### config.mk
export PLATFORM = sky130hd
export DESIGN_NAME = sgr_attribute_decoder
export DESIGN_NICKNAME = d
export VERILOG_FILES = /design/src/rtl/sgr_pkg.sv /design/src/rtl/sgr_char_decode.sv /design/src/rtl/sgr_attr_unit.sv /design/src/rtl/sgr_attribute_decoder.sv
export VERILOG_INCLUDE_DIRS = /design/src /design/src/rtl
export SDC_FILE = /design/constraint.sdc
export NUM_CORES = 1
export LEC_CHECK = 0
export BUFFER_PORTS_ARGS = -buffer_cell sky130_fd_sc_hd__clkbuf_2
export CORE_UTILIZATION = 35
export CTS_BUF_LIST = sky130_fd_sc_hd__clkbuf_4
export DETAILED_ROUTE_END_ITERATION = 16
export GPL_ROUTABILITY_DRIVEN = 0
export PLACE_DENSITY_LB_ADDON = 0.15
export SYNTH_ARGS = -nofsm -noshare
export SYNTH_HDL_FRONTEND = slang
export SYNTH_SLANG_ARGS = --single-unit
### constraint.sdc
create_clock -name clk -period 9.1 [get_ports clk]
set_input_delay 0 -clock clk [delete_from_list [all_inputs] [get_ports clk]]
set_output_delay 0 -clock clk [all_outputs]
set_load 0.01 [all_outputs]
### src/rtl/sgr_attribute_decoder_defines.svh
// ----------------------------------------------------------------------------
// SGR attribute decoder assertion macros
// Shared concurrent assertion helpers; they assume clk and rst_n in scope.
// ----------------------------------------------------------------------------
`ifndef SGR_ATTRIBUTE_DECODER_DEFINES_SVH
`define SGR_ATTRIBUTE_DECODER_DEFINES_SVH

`ifndef SYNTHESIS

// Same-cycle implication: cond holds, so prop holds too
`define SGR_ASSERT_NOW(lbl, cond, prop) \
    lbl: assert property (@(posedge clk) disable iff (!rst_n) (cond) |-> (prop)) \
        else $error("sgr assertion failed");

// Next-cycle implication: cond holds, so prop holds in the cycle after
`define SGR_ASSERT_NEXT(lbl, cond, prop) \
    lbl: assert property (@(posedge clk) disable iff (!rst_n) (cond) |=> (prop)) \
        else $error("sgr assertion failed");

`else

`define SGR_ASSERT_NOW(lbl, cond, prop)
`define SGR_ASSERT_NEXT(lbl, cond, prop)

`endif

`endif

### src/rtl/sgr_pkg.sv
// ----------------------------------------------------------------------------
// SGR decoder package
// Character codes, SGR code values, shared structs and the foreground palette.
// ----------------------------------------------------------------------------
package sgr_pkg;

    // Character codes
    localparam logic [7:0] CHAR_DIGIT_ZERO = 8'h30;
    localparam logic [7:0] CHAR_DIGIT_NINE = 8'h39;
    localparam logic [7:0] CHAR_SEMICOLON  = 8'h3B;

    // SGR codes
    localparam logic [7:0] CODE_RESET     = 8'd0;
    localparam logic [7:0] CODE_BRIGHT    = 8'd1;
    localparam logic [7:0] CODE_UNDERLINE = 8'd4;
    localparam logic [7:0] CODE_BLINK     = 8'd5;
    localparam logic [7:0] CODE_INVERSE   = 8'd7;
    localparam logic [7:0] CODE_FG_FIRST  = 8'd30;
    localparam logic [7:0] CODE_FG_LAST   = 8'd37;
    localparam logic [7:0] CODE_BG_FIRST  = 8'd40;
    localparam logic [7:0] CODE_BG_LAST   = 8'd47;

    // Parameter saturation limit
    localparam logic [7:0] PARAM_MAX = 8'hFF;

    // Default colors
    localparam logic [2:0] FG_DEFAULT = 3'd7;
    localparam logic [2:0] BG_DEFAULT = 3'd0;

    typedef struct packed {
        logic       bright;
        logic       underline;
        logic       blink;
        logic       inverse;
        logic [2:0] fg;
        logic [2:0] bg;
    } attr_t;

    localparam attr_t ATTR_DEFAULT = '{
        bright:    1'b0,
        underline: 1'b0,
        blink:     1'b0,
        inverse:   1'b0,
        fg:        FG_DEFAULT,
        bg:        BG_DEFAULT
    };

    // Per-beat decode result handed from the character decoder to the
    // attribute unit and the parameter registers
    typedef struct packed {
        logic       apply;
        logic [7:0] code;
        logic [7:0] accum_next;
        logic       sep_next;
        logic       bad;
    } decode_t;

    typedef struct packed {
        logic [7:0] red;
        logic [7:0] green;
        logic [7:0] blue;
    } rgb_t;

    // Bright and dark palettes, indexed by color
    localparam logic [23:0] PAL_BRIGHT [8] = '{
        24'h555555, 24'hFF5555, 24'h55FF55, 24'hFFFF55,
        24'h5555FF, 24'hFF55FF, 24'h55FFFF, 24'hFFFFFF
    };
    localparam logic [23:0] PAL_DARK [8] = '{
        24'h000000, 24'hAA0000, 24'h00AA00, 24'hAA5500,
        24'h0000AA, 24'hAA00AA, 24'h00AAAA, 24'hAAAAAA
    };

    function automatic rgb_t pal_lookup(input logic bright, input logic [2:0] idx);
        rgb_t rgb;
        rgb = bright ? rgb_t'(PAL_BRIGHT[idx]) : rgb_t'(PAL_DARK[idx]);
        return rgb;
    endfunction

endpackage

### src/rtl/sgr_char_decode.sv
// ----------------------------------------------------------------------------
// SGR character decoder
// Classifies one character, builds the saturating parameter and decides
// whether this beat applies a code.
// ----------------------------------------------------------------------------
module sgr_char_decode (
    input  logic            [7:0] symbol,
    input  logic                  has_char,
    input  logic                  last,
    input  logic            [7:0] accum,
    input  logic                  sep,
    output sgr_pkg::decode_t      dec
);

    logic        is_digit;
    logic        is_semi;
    logic [11:0] sum;
    logic [7:0]  accum_upd;
    logic        sep_upd;

    // Classify the character
    assign is_digit = has_char && (symbol >= sgr_pkg::CHAR_DIGIT_ZERO)
                      && (symbol <= sgr_pkg::CHAR_DIGIT_NINE);
    assign is_semi  = has_char && (symbol == sgr_pkg::CHAR_SEMICOLON);

    // Accumulate decimal digit, saturate at the limit
    assign sum = ({4'd0, accum} * 12'd10) + {8'd0, symbol[3:0]};

    always_comb
    begin
        accum_upd = accum;
        sep_upd   = sep;
        if (is_digit)
        begin
            accum_upd = (sum > {4'd0, sgr_pkg::PARAM_MAX}) ? sgr_pkg::PARAM_MAX : sum[7:0];
            sep_upd   = 1'b0;
        end
        else if (is_semi)
        begin
            sep_upd = 1'b1;
        end
    end

    // A semicolon applies the parameter; the list end applies it unless the
    // list closed on a semicolon. At most one apply per beat.
    always_comb
    begin
        dec.apply      = is_semi || (last && !sep_upd);
        dec.code       = accum_upd;
        dec.accum_next = (is_semi || last) ? 8'd0 : accum_upd;
        dec.sep_next   = last ? 1'b0 : sep_upd;
        dec.bad        = has_char && !is_digit && !is_semi;
    end

endmodule

### src/rtl/sgr_attr_unit.sv
// ----------------------------------------------------------------------------
// SGR attribute unit
// Holds the rendition attributes and applies at most one SGR code per beat.
// ----------------------------------------------------------------------------
module sgr_attr_unit (
    input  logic                clk,
    input  logic                rst_n,
    input  logic                advance,
    input  logic                apply,
    input  logic          [7:0] code,
    output sgr_pkg::attr_t      attr_next,
    output logic                unknown
);

    sgr_pkg::attr_t attr_reg;

    // Apply the code to the current attributes
    always_comb
    begin
        attr_next = attr_reg;
        unknown   = 1'b0;
        if (apply)
        begin
            if (code == sgr_pkg::CODE_RESET)
                attr_next = sgr_pkg::ATTR_DEFAULT;
            else if (code == sgr_pkg::CODE_BRIGHT)
                attr_next.bright = 1'b1;
            else if (code == sgr_pkg::CODE_UNDERLINE)
                attr_next.underline = 1'b1;
            else if (code == sgr_pkg::CODE_BLINK)
                attr_next.blink = 1'b1;
            else if (code == sgr_pkg::CODE_INVERSE)
                attr_next.inverse = 1'b1;
            else if ((code >= sgr_pkg::CODE_FG_FIRST) && (code <= sgr_pkg::CODE_FG_LAST))
                attr_next.fg = 3'(code - sgr_pkg::CODE_FG_FIRST);
            else if ((code >= sgr_pkg::CODE_BG_FIRST) && (code <= sgr_pkg::CODE_BG_LAST))
                attr_next.bg = 3'(code - sgr_pkg::CODE_BG_FIRST);
            else
                unknown = 1'b1;
        end
    end

    // Hold attributes; advance on each processed beat
    always_ff @(posedge clk or negedge rst_n)
    begin
        if (!rst_n)
            attr_reg <= sgr_pkg::ATTR_DEFAULT;
        else if (advance)
            attr_reg <= attr_next;
    end

endmodule

### src/rtl/sgr_attribute_decoder.sv
// ----------------------------------------------------------------------------
// SGR attribute decoder, top level
// Decodes an ANSI SGR parameter list, one character per beat, into the
// current rendition attributes and foreground RGB color.
// ----------------------------------------------------------------------------
// Every input beat yields exactly one result beat. A beat is captured in an
// input register, decoded and applied to the attribute state on its way
// out, and lands in the output register; the block takes one beat per cycle
// while the output side does not stall. A result is valid once its beat has
// passed the input and output registers, limited only by the single
// decode-and-update stage between them. An output stall holds the output
// register and a full input register, so at most two beats are in flight.
// ----------------------------------------------------------------------------
`include "sgr_attribute_decoder_defines.svh"

module sgr_attribute_decoder (
    input  logic       clk,
    input  logic       rst_n,
    input  logic       in_valid,
    output logic       in_ready,
    input  logic [7:0] symbol,
    input  logic       has_char,
    input  logic       last,
    output logic       out_valid,
    input  logic       out_ready,
    output logic       bright_on,
    output logic       underline_on,
    output logic       blink_on,
    output logic       inverse_on,
    output logic [2:0] fore_index,
    output logic [2:0] back_index,
    output logic [7:0] fore_red,
    output logic [7:0] fore_green,
    output logic [7:0] fore_blue,
    output logic       unknown_code,
    output logic       bad_char
);

    // Input register
    logic       in_valid_reg;
    logic [7:0] symbol_reg;
    logic       has_char_reg;
    logic       last_reg;

    // Parameter state
    logic [7:0] accum_reg;
    logic       sep_reg;

    // Output register
    logic           out_valid_reg;
    sgr_pkg::attr_t attr_out_reg;
    sgr_pkg::rgb_t  rgb_out_reg;
    logic           unknown_out_reg;
    logic           bad_out_reg;

    logic             advance;
    sgr_pkg::decode_t dec;
    sgr_pkg::attr_t   attr_next;
    logic             unknown;
    sgr_pkg::rgb_t    rgb_next;

    // Move a beat from the input register when the output register frees up
    assign advance  = in_valid_reg && (!out_valid_reg || out_ready);
    assign in_ready = !in_valid_reg || advance;

    // Capture the input beat
    always_ff @(posedge clk or negedge rst_n)
    begin
        if (!rst_n)
            in_valid_reg <= 1'b0;
        else if (in_ready)
            in_valid_reg <= in_valid;
    end

    always_ff @(posedge clk)
    begin
        if (in_ready && in_valid)
        begin
            symbol_reg   <= symbol;
            has_char_reg <= has_char;
            last_reg     <= last;
        end
    end

    sgr_char_decode u_char_decode (
        .symbol   (symbol_reg),
        .has_char (has_char_reg),
        .last     (last_reg),
        .accum    (accum_reg),
        .sep      (sep_reg),
        .dec      (dec)
    );

    sgr_attr_unit u_attr_unit (
        .clk       (clk),
        .rst_n     (rst_n),
        .advance   (advance),
        .apply     (dec.apply),
        .code      (dec.code),
        .attr_next (attr_next),
        .unknown   (unknown)
    );

    // Advance the parameter accumulator and separator mark
    always_ff @(posedge clk or negedge rst_n)
    begin
        if (!rst_n)
        begin
            accum_reg <= 8'd0;
            sep_reg   <= 1'b0;
        end
        else if (advance)
        begin
            accum_reg <= dec.accum_next;
            sep_reg   <= dec.sep_next;
        end
    end

    // Look up the foreground color
    assign rgb_next = sgr_pkg::pal_lookup(attr_next.bright, attr_next.fg);

    // Output register: fill on advance, drop when taken
    always_ff @(posedge clk or negedge rst_n)
    begin
        if (!rst_n)
            out_valid_reg <= 1'b0;
        else if (advance)
            out_valid_reg <= 1'b1;
        else if (out_ready)
            out_valid_reg <= 1'b0;
    end

    always_ff @(posedge clk)
    begin
        if (advance)
        begin
            attr_out_reg    <= attr_next;
            rgb_out_reg     <= rgb_next;
            unknown_out_reg <= unknown;
            bad_out_reg     <= dec.bad;
        end
    end

    assign out_valid    = out_valid_reg;
    assign bright_on    = attr_out_reg.bright;
    assign underline_on = attr_out_reg.underline;
    assign blink_on     = attr_out_reg.blink;
    assign inverse_on   = attr_out_reg.inverse;
    assign fore_index   = attr_out_reg.fg;
    assign back_index   = attr_out_reg.bg;
    assign fore_red     = rgb_out_reg.red;
    assign fore_green   = rgb_out_reg.green;
    assign fore_blue    = rgb_out_reg.blue;
    assign unknown_code = unknown_out_reg;
    assign bad_char     = bad_out_reg;

    // A closing semicolon always leaves an empty parameter behind it
    `SGR_ASSERT_NOW(a_sep_empty_accum, sep_reg, accum_reg == 8'd0)

    // An empty output register never blocks the input side
    `SGR_ASSERT_NOW(a_ready_when_empty, !out_valid_reg, in_ready)

    // A new result appears only from a processed beat
    `SGR_ASSERT_NOW(a_out_from_advance, $rose(out_valid_reg), $past(advance))

    // A stalled input beat keeps its contents
    `SGR_ASSERT_NEXT(a_in_hold, in_valid_reg && !advance,
        in_valid_reg && $stable(symbol_reg) && $stable(has_char_reg) && $stable(last_reg))

endmodule

Word-level counts from Yosys, hierarchy flattened

Memory sizes are Yosys's and may differ from the RTL's.
Index checks and enable logic that the tools add are counted.

Output and inout bits: 38
Register bits after elaboration: 67
Bits of input ports: 14
Word-level logic and storage cells: 94
Memories kept: 2
Memory bits (read-only): 384

Memories:

| memory           | words | bits a word | read ports | clocked after Yosys merged registers in | write ports | RTL line      | source |
|---|---|---|---|---|---|---|---|
| (name not given) | 8     | 24          | 1          | 0                                       | 0           | sgr_pkg.sv:76 | `rgb = bright ? rgb_t'(PAL_BRIGHT[idx]) : rgb_t'(PAL_DARK[idx]);` |
| (name not given) | 8     | 24          | 1          | 0                                       | 0           | sgr_pkg.sv:76 |  |

$add $sub $neg: 3
Eq/ne operators: 5
Reduce and logical (&&, ||, !) cells: 22
Bitwise operators: 2
$lt $le $gt $ge: 8
Multiplexer cells: 27
Multipliers: 1

Operator list:

| operator                                            | number |
|---|---|
| 2-to-1 mux 24 bit                                   | 5 |
| 2-to-1 mux 8 bit                                    | 4 |
| equality test 8 x 3 -> 1 bit, second input constant | 3 |
| <= comparator 8 x 6 -> 1 bit, second input constant | 3 |
| 2-to-1 mux 10 bit                                   | 2 |
| >= comparator 8 x 6 -> 1 bit, second input constant | 2 |
| adder 12 x 4 -> 12 bit                              | 1 |
| > comparator 12 x 8 -> 1 bit, second input constant | 1 |
| multiplier 8 x 3 -> 11 bit, second input constant   | 1 |
| logical AND 1 bit                                   | 10 |
| 2-to-1 mux 1 bit                                    | 10 |
| 2-to-1 mux 3 bit                                    | 3 |
| 2-to-1 mux 9 bit                                    | 1 |
| equality test 8 x 1 -> 1 bit, second input constant | 1 |
| equality test 8 x 6 -> 1 bit, second input constant | 1 |
| >= comparator 8 x 5 -> 1 bit, second input constant | 1 |
| zero test 8 bit                                     | 1 |
| 2-to-1 mux 7 bit                                    | 1 |
| OR reduction 7 bit                                  | 1 |
| 2-to-1 mux 6 bit                                    | 1 |
| zero test 1 bit                                     | 5 |
| >= comparator 4 bit, second input constant          | 1 |
| logical OR 1 bit                                    | 4 |
| inverter 3 -> 4 bit                                 | 1 |
| other kinds (4)                                     | 4 |

Logic depth before layout (Yosys ltp)

Gate-level depths: netlist (run 1).

Depth after elaboration: 20
Depth in mapped cells: 14
Gate-level depth less buffers: 14

Modules after synthesis

A second synthesis (run 1) with hierarchy kept.

Cell total of the unflattened synthesis: 257
Area total of the unflattened synthesis: 2,844.0 um^2

By module, submodules not included:

| module                | instances | area each (um^2) | cells an instance | seq. area each (um^2) |
|---|---|---|---|---|
| sgr_attribute_decoder | 1         | 1,343.8          | 77                | 996.0 |
| sgr_char_decode       | 1         | 768.2            | 104               | 0.0 |
| sgr_attr_unit         | 1         | 732.0            | 76                | 254.0 |

Worst setup path before layout (run 1)

OpenSTA, ideal clock, no wires.

Path kind: reg2reg
From: reg accum_reg[1]
To: reg rgb_out_reg, in the netlist fore_green[6], data pin
Stages on the path, launching flop included: 15
Library setup time: 0.271 ns
Arrival: 3.786 ns
Data required time: 8.829 ns
Clock period less this slack: 4.057 ns
Path buffers: 1
Slack: 5.043 ns
Cells stage by stage: dfrtp_1 -> ha_1 -> ha_1 -> fa_1 -> a21o_1 -> a21oi_1 -> xnor2_2 -> mux2i_4 -> a31oi_1 -> or2_1 -> clkbuf_1 -> or4_4 -> or3_4 -> nand2_1 -> o21ai_0

Word-level cells in the longest chain between the ends: 19
Elaborated cells on any way between the ends: 30
Those cells by class: 2 x add/sub; 1 x mul; 3 x order compare; 4 x eq/ne; 15 x mux; 1 x bitwise; 2 x reduce/logical; 2 x memory

Ends and longest elaborated chain:

| element                                                                      | RTL line                     | source |
|---|---|---|
| from (decl)                                                                  | sgr_attribute_decoder.sv:46  | `logic [7:0] accum_reg;` |
| from (signal assigned)                                                       | sgr_attribute_decoder.sv:114 | `accum_reg <= dec.accum_next;` |
| multiplier 8 x 3 -> 11 bit                                                   | sgr_char_decode.sv:27        | `assign sum = ({4'd0, accum} * 12'd10) + {8'd0, symbol[3:0]};` |
| adder 12 x 4 -> 12 bit                                                       | sgr_char_decode.sv:27        |  |
| > comparator 12 x 8 -> 1 bit                                                 | sgr_char_decode.sv:35        | `accum_upd = (sum > {4'd0, sgr_pkg::PARAM_MAX}) ? sgr_pkg::PARAM_MAX : sum[7:0];` |
| 2-to-1 mux 8 bit                                                             | sgr_char_decode.sv:35        |  |
| 2-to-1 mux 8 bit (*)                                                         | sgr_char_decode.sv:33        | `if (is_digit)` |
| >= comparator 8 x 5 -> 1 bit or <= comparator 8 x 6 -> 1 bit (tied branches) | sgr_attr_unit.sv:34          | `else if ((code >= sgr_pkg::CODE_FG_FIRST) && (code <= sgr_pkg::CODE_FG_LAST))` |
| logical AND 1 bit                                                            | sgr_attr_unit.sv:34          |  |
| 2-to-1 mux 3 bit                                                             | sgr_attr_unit.sv:34          |  |
| [... 2 more ...]                                                             | n/a                          |  |
| 2-to-1 mux 8 bit                                                             | sgr_attr_unit.sv:28          | `else if (code == sgr_pkg::CODE_UNDERLINE)` |
| 2-to-1 mux 9 bit                                                             | sgr_attr_unit.sv:26          | `else if (code == sgr_pkg::CODE_BRIGHT)` |
| 2-to-1 mux 10 bit (*)                                                        | sgr_attr_unit.sv:24          | `if (code == sgr_pkg::CODE_RESET)` |
| 2-to-1 mux 10 bit (*)                                                        | sgr_attr_unit.sv:22          | `if (apply)` |
| inverter 3 -> 4 bit (implied by the code)                                    | sgr_pkg.sv:76                |  |
| memory (8 x 24 bit)                                                          | n/a                          |  |
| 2-to-1 mux 24 bit (implied by the code) (2 in series)                        | sgr_pkg.sv:76                |  |
| 2-to-1 mux 24 bit (*)                                                        | sgr_pkg.sv:76                |  |
| to (signal assigned)                                                         | sgr_attribute_decoder.sv:138 | `rgb_out_reg <= rgb_next;` |
| to (decl)                                                                    | sgr_attribute_decoder.sv:52  | `sgr_pkg::rgb_t rgb_out_reg;` |

Every way passes the cells marked *; elsewhere a longest branch is shown, timed or not. The select of a mux whose other input is x is not followed.
A chain may end at the register's enable or synchronous reset.

Worst setup path in the final report (run 1)

Same ends and word-level chain as after synthesis.

==> results.md, run 1 <==
* Outcome: finished, final reports clean
* Die height at 91.4 um
* Post-Synth Simple-Gate Area at 16.1%
* CTS tree: done
* Critical path class: register to register
* Cell area after synthesis at 2800 um^2
* Overall Global Routing Usage at 14.9%
* IO Port Bufs at 51
* Yosys cell types at 56
* Area Overhead vs Synth at 14.5%
* HP Class: input pin to asynchronous set/reset pin
* Slew at the pin with the worst max-slew slack at 0.716 ns
* Synth Area in Adders at 8.59%
* Pin count of the biggest net entering global routing at 22
* DR top layer: met4
* Total core area at 7730 um^2
* Max Cap Viol at 0
* Commonest non-fill, non-tap cells in the layout: clkbuf_2, nand2_1, edfxtp_1, o21ai_0
* Syn Inst Count at 275
* Synth Area in XOR/XNOR at 2.68%
* Largest family of logic cells by synthesized area: compound AO/OA/AOI/OAI gates
* Pre-CTS setup slack at 4.78 ns
* CTS Sinks at 45
* Fin crit period at 4.38 ns
* Die Span X at 91.4 um
* PostCTS Resize Cnt at 0
* Total die area at 8350 um^2
* Yosys reg bits at 45
* Highest clock rate at 0.228 GHz
* Wire length on met2 at 2.62 mm
* Register area share after synthesis at 44.7%
* Fin nets at 354
* Clock buffer depth at 2
* Largest register FFs at 10
* Initial Util at 36.2%
* Final hold viol count at 0
* Post-synthesis mux area share at 2.42%
* Util after Layout at 41.5%
* Drt pass-1 iters at 4
* Synth top area share at 25.8%
* Commonest non-fill, non-tap cell in the layout: clkbuf_2
* Vias at 2149
* Worst-Skew Late Latency at 0.36 ns
* Routed vias/inst at 5.06
* TNS Setup at 0 ns
* Initial antenna violation count at 0
* Root Buffer: clkbuf_4
* Worst Reg-to-Reg Cells at 13
* RSZ-0062 raised after global routing: no
* Switching share of power at 29.9%
* Ys flop type: edfxtp_1
* Io pins at 52
* DR WL/cell at 13.6 um
* Share of layout cells above drive strength 1 at 22.3%
* Crit path max fanout at 10
* Clk network pwr share at 22.1%
* WL met1 at 2.81 mm
* Non-Filler Instances at 425
* Yosys warnings at 0
* Vias in the first global route at 2090
* Synth Area in Compound Gates at 17.4%
* Reg clk slew, reported paths at 0.14 ns
* Post-Syn Nets at 307
* Startpoint Class: register
* R2r setup slk at 4.72 ns
* Post-Place Cells at 403
* Worst setup margin at 4.72 ns
* Area leader, netlist: edfxtp_1
* WP data required at 9.20 ns
* Psw at 0.000128 W
* Antenna cell count at 0
* Final setup vio count at 0
* Internal at 0.000300 W
* Async SR Flop Fraction at 46.7%
* Grt ovf at 0
* CP endpoint kind: register
* Antenna Nets Post-Route at 0
* Total power at 0.000428 W
* Final wirelength at 5.79 mm
* Worst r2r dst: fore_green[6]
* Leak pwr at 1.44 nW
* Site Rows at 32
* Final Max Slew Viols at 0
* Post-synth EDFFs at 24
* Pwr dens at 133 nW/um^2
* Worst endpoint data arrival time at 4.49 ns
* Worst r2r src: accum_reg[1]
* DRC violations left at 0
* Sequential power share at 56.6%
* Crit share post-route at 48.2%
* DP HPWL at 4.20 mm
* First-pass GRT wire length at 9.89 mm
* Avg Cell Area, Syn at 10.2 um^2
* Comb power frac at 21.3%
* Clock Skew at 0.00926 ns
* H-tree levels at 2
* Max-slew headroom at 52.2%
* VDD IR max at 64.8 uV
* Area contributors post-synth: edfxtp_1, dfrtp_1, ha_1
* CTS Buf Count at 5
* Initial DRC Count at 94
* WL met3 at 254 um
==> kinds of logic (layout without fill, tap and decap cells) <==
group           count (synthesis)  after routing
simple gates                   89             89
mux                             5              5
flops                          45             45
xor+xnor                        6              6
buf+inv                        38             86
compound gates                 74             74
fa+ha+maj                      18             18
==> critical path, stage by stage (launching register included) <==
cell and delay [ns]:
dfrtp_1 0.50, ha_1 0.33, ha_1 0.24, fa_1 0.44, a21o_1 0.20, a21oi_1 0.23
xnor2_2 0.17, mux2i_4 0.42, a31oi_1 0.20, or2_1 0.33, nor4_1 0.47, nand3_1 0.19
mux2i_1 0.29, o21ai_0 0.13
==> per-layer routing <==
metal  GRT usage (%)  vias up
met5               0        -
met4            4.37        0
met3            3.43       12
met2            24.4       64
met1            19.6      996
li1                -     1077
==> timing repair <==
item	in CTS	in global routing
endpoints found under the hold margin	33	0
buffers inserted	0	0
hold buffers	14	0
==> worst max-delay path by stage <==
| stage | start | end |
|---|---|---|
| floorplan | accum_reg[1] | fore_green[6] |
| global placement | accum_reg[1] | fore_green[6] |
| detailed placement | accum_reg[1] | fore_green[6] |
| CTS | accum_reg[1] | fore_green[6] |
| global route | accum_reg[1] | fore_green[6] |
| finish | accum_reg[1] | fore_green[6] |
==> cell usage after synthesis, drive strengths merged (3+ instances only) <==
cell,instances
nor2,18
buf,23
dfstp,3
o21a,3
a31oi,8
inv,10
dfrtp,18
or4,3
o21ai,23
ha,16
nor3,11
and2,3
xnor2,4
nand2,32
clkbuf,4
edfxtp,24
nor2b,3
o22ai,3
nand2b,5
mux2i,4
a21oi,13
a211o,3
o22a,3
a21o,4
==> power groups by stage <==
| stage | Combinational, W | Clock, W | Sequential (W) |
|---|---|---|---|
| after floorplan | 0.0000649 | 0 | 0.000247 |
| final | 0.0000913 | 0.0000944 | 0.000242 |
| after detailed placement | 0.0000864 | 0 | 0.000247 |
| after global routing | 0.000102 | 0.000105 | 0.000244 |
| after global placement | 0.0000867 | 0 | 0.000246 |
| after CTS | 0.0000915 | 0.0000981 | 0.000242 |
==> area by class of cell <==
class	count	area (um^2)
fillers	753	4520
multi-input cells	192	1320
flip-flops and latches	45	1250
repair buffers	67	410
well taps	102	128
inverters	11	41.3
clock buffers	5	37.5
clock inverters	3	16.3
==> per-stage QoR <==
step                      hold WS (ns)  area [um^2]
after global placement          0.0211         3010
after CTS                        0.158         3200
after detailed placement        0.0179         3010
after global routing             0.168         3200
after floorplan                 -0.296         2800
final                            0.150         3200
Power figures use the tool's default switching activity.
==> run 2, diff against run 1 <==
==> constraint.sdc (replaced) <==
create_clock -name clk -period 3.7 [get_ports clk]
set_input_delay 0 -clock clk [delete_from_list [all_inputs] [get_ports clk]]
set_output_delay 0 -clock clk [all_outputs]
set_load 0.01 [all_outputs]
==> results.md, run 2 (synthesis gave the netlist of run 1 again) <==
* Routed vias/inst at 5.04 (-0.39%)
* Worst setup margin at -0.121 ns (-4.84 ns)
* Highest clock rate at 0.262 GHz (+15%)
* Pin count of the biggest net entering global routing at 22 (unchanged)
* Reg area at 1250 um^2 (+0.20%)
* DRC violations left at 0 (unchanged)
* GRT Max-Usage Layer: met2
* Slew at the pin with the worst max-slew slack at 0.787 ns (+0.0708 ns)
* Initial Util at 36.2% (unchanged)
* Die Span X at 91.4 um (unchanged)
* Pre-CTS setup slack at -0.196 ns (-4.97 ns)
* GR Util met2 at 25.8% (+1.4 points)
* Pwr dens at 308 nW/um^2 (+130%)
* Io pins at 52 (unchanged)
* Fin nets at 393 (+11%)
* Vias in the first global route at 2269 (+8.6%)
* DR WL/cell at 13.9 um (+2.2%)
* Crit path max fanout at 8 (-2)
* Final hold viol count at 0 (unchanged)
* H-tree levels at 2 (unchanged)
* Max-slew headroom at 47.4% (-4.7 points)
* Site Rows at 32 (unchanged)
* GR met1 Demand/Resource at 22.7% (+3.2 points)
* Worst-Skew Late Latency at 0.37 ns (about the same)
* Post-layout instance area at 3650 um^2 (+14%)
* Commonest non-fill, non-tap cells in the layout: clkbuf_2, buf_4, nand2_1, edfxtp_1, o21ai_0
* Fill count at 728 (-3.3%)
* Slowest-stage cell, CP: or4_4
* Fin crit period at 3.82 ns (-0.564 ns)
* Cell Area, Placed at 3300 um^2 (+9.5%)
* Die height at 91.4 um (unchanged)
* Critical path class: register to register
* Antenna cell count at 0 (unchanged)
* CP most frequent cell: ha_4
* Hold slack at 0.158 ns (+0.00758 ns)
* Initial DRC Count at 88 (-6.4%)
* Vias at 2337 (+8.7%)
* First-pass GRT wire length at 10.8 mm (+9.6%)
* CTS tree: done
* DP HPWL at 4.84 mm (+15%)
* Clock Skew at 0.00852 ns (-0.000738 ns)
* Leak pwr at 1.64 nW (+14%)
* Worst endpoint data arrival time at 3.96 ns (-0.53 ns)
* HP Class: input pin to asynchronous set/reset pin
* M3 GR Usage at 3.02% (-0.42 points)
* Overall Global Routing Usage at 16.4% (+1.5 points)
* Initial antenna violation count at 0 (unchanged)
* Antenna Nets Post-Route at 0 (unchanged)
* IO Port Bufs at 51 (unchanged)
* Failing checks: setup timing
* RSZ-0062 raised after global routing: yes
* CP endpoint kind: register
* Area Overhead vs Synth at 30.6%
* Largest register FFs at 10 (unchanged)
* CTS Sinks at 45 (unchanged)
* Multi-input logic area at 1460 um^2 (+11%)
* Final Max Slew Viols at 0 (unchanged)
* Grt ovf at 0 (unchanged)
* TNS Setup at -0.519 ns (-0.519 ns)
* Startpoint Class: register
* CTS Buf Count at 5 (unchanged)
* Crit share post-route at 103% (+55 points)
* Total core area at 7730 um^2 (unchanged)
* Worst-path cell chain: ha_4, ha_4, fa_2, a21o_1, a21oi_2, xnor2_2, mux2i_4, a31oi_2, or4_4, a211o_1, mux2_4, nand2_2, o21ai_1
* Commonest non-fill, non-tap cell in the layout: clkbuf_2
* Clock buffer depth at 2 (unchanged)
* Root Buffer: clkbuf_4
* Outcome: finished with violations
* Max Cap Viol at 0 (unchanged)
* WP data required at 3.84 ns (-5.36 ns)
* Share of layout cells above drive strength 1 at 38.1% (+16 points)
* Reg clk slew, reported paths at 0.15 ns (about the same)
* Drt pass-1 iters at 4 (unchanged)
* Final wirelength at 6.46 mm (+12%)
* Total die area at 8350 um^2 (unchanged)
* Final setup vio count at 11 (+11)
* VDD IR max at 155 uV (+140%)
* CP peak stage delay at 0.50 ns (about the same)
## run 2: metrics by stage
step | std cells | utilization, % | total power (W)
3_3_place_gp | 436 | 42.7 | 0.000846
6_report | 464 | 47.3 | 0.00112
2_1_floorplan | 275 | - | 0.000771
3_5_place_dp | 436 | 42.7 | 0.000849
5_1_grt | 464 | 47.3 | 0.00118
4_1_cts | 462 | 46.6 | 0.00113
## run 2: worst paths after layout
kind	startpoint	end	slack [ns]	depth (start not counted)
setup / recovery	accum_reg[3]	fore_green[6]	-0.12	13
hold / removal	rst_n	u_attr_unit.attr_reg[9]	0.16	2
setup reg to reg	accum_reg[3]	fore_green[6]	-0.12	13
hold reg to reg	u_attr_unit.attr_reg[4]	u_attr_unit.attr_reg[4]	0.50	2
max in group asynchronous	rst_n	accum_reg[3]	3.11	2
min in group clk	symbol[2]	symbol_reg[2]	0.33	2
## run 2: critical path, delay by kind of cell, from the launching register on
kind,cells,cell delay (ns)
XOR/XNOR,1,0.15
AO/OA/AOI/OAI,5,0.90
multiplexers,2,0.75
flip-flops,1,0.48
adder cells (fa/ha/maj),3,0.76
AND/OR/NAND/NOR,2,0.55
## run 2: power by group
part           switching [W]  leakage (nW)  total [W]  internal [W]
Sequential         0.0000220         0.501   0.000594      0.000572
Combinational       0.000152          1.11   0.000280      0.000128
Clock               0.000175        0.0316   0.000250     0.0000755
Total               0.000349          1.64    0.00112      0.000775
## run 2: layout make-up
type | instances | area share, %
clock buffers | 5 | 1.03
clock inverters | 3 | 0.582
inverters | 11 | 1.13
multi-input cells | 192 | 40.1
flip-flops and latches | 45 | 34.3
well taps | 102 | 3.49
repair buffers | 106 | 19.4
## run 2: what timing repair did
action | in CTS | in global routing
setup buffers | 4 | 2
pin swaps | 12 | 1
endpoints found under the setup margin | 23 | 23
hold endpoints to repair | 33 | 0
gates resized for setup | 19 | 8
hold buffers | 14 | 0
## run 2: per-layer routing
metal | wire length [um] | vias to the layer above
met2 | 2920 | 74
li1 | - | 1158
met4 | 140 | 0
met5 | 0 | -
met1 | 3120 | 1093
met3 | 283 | 12
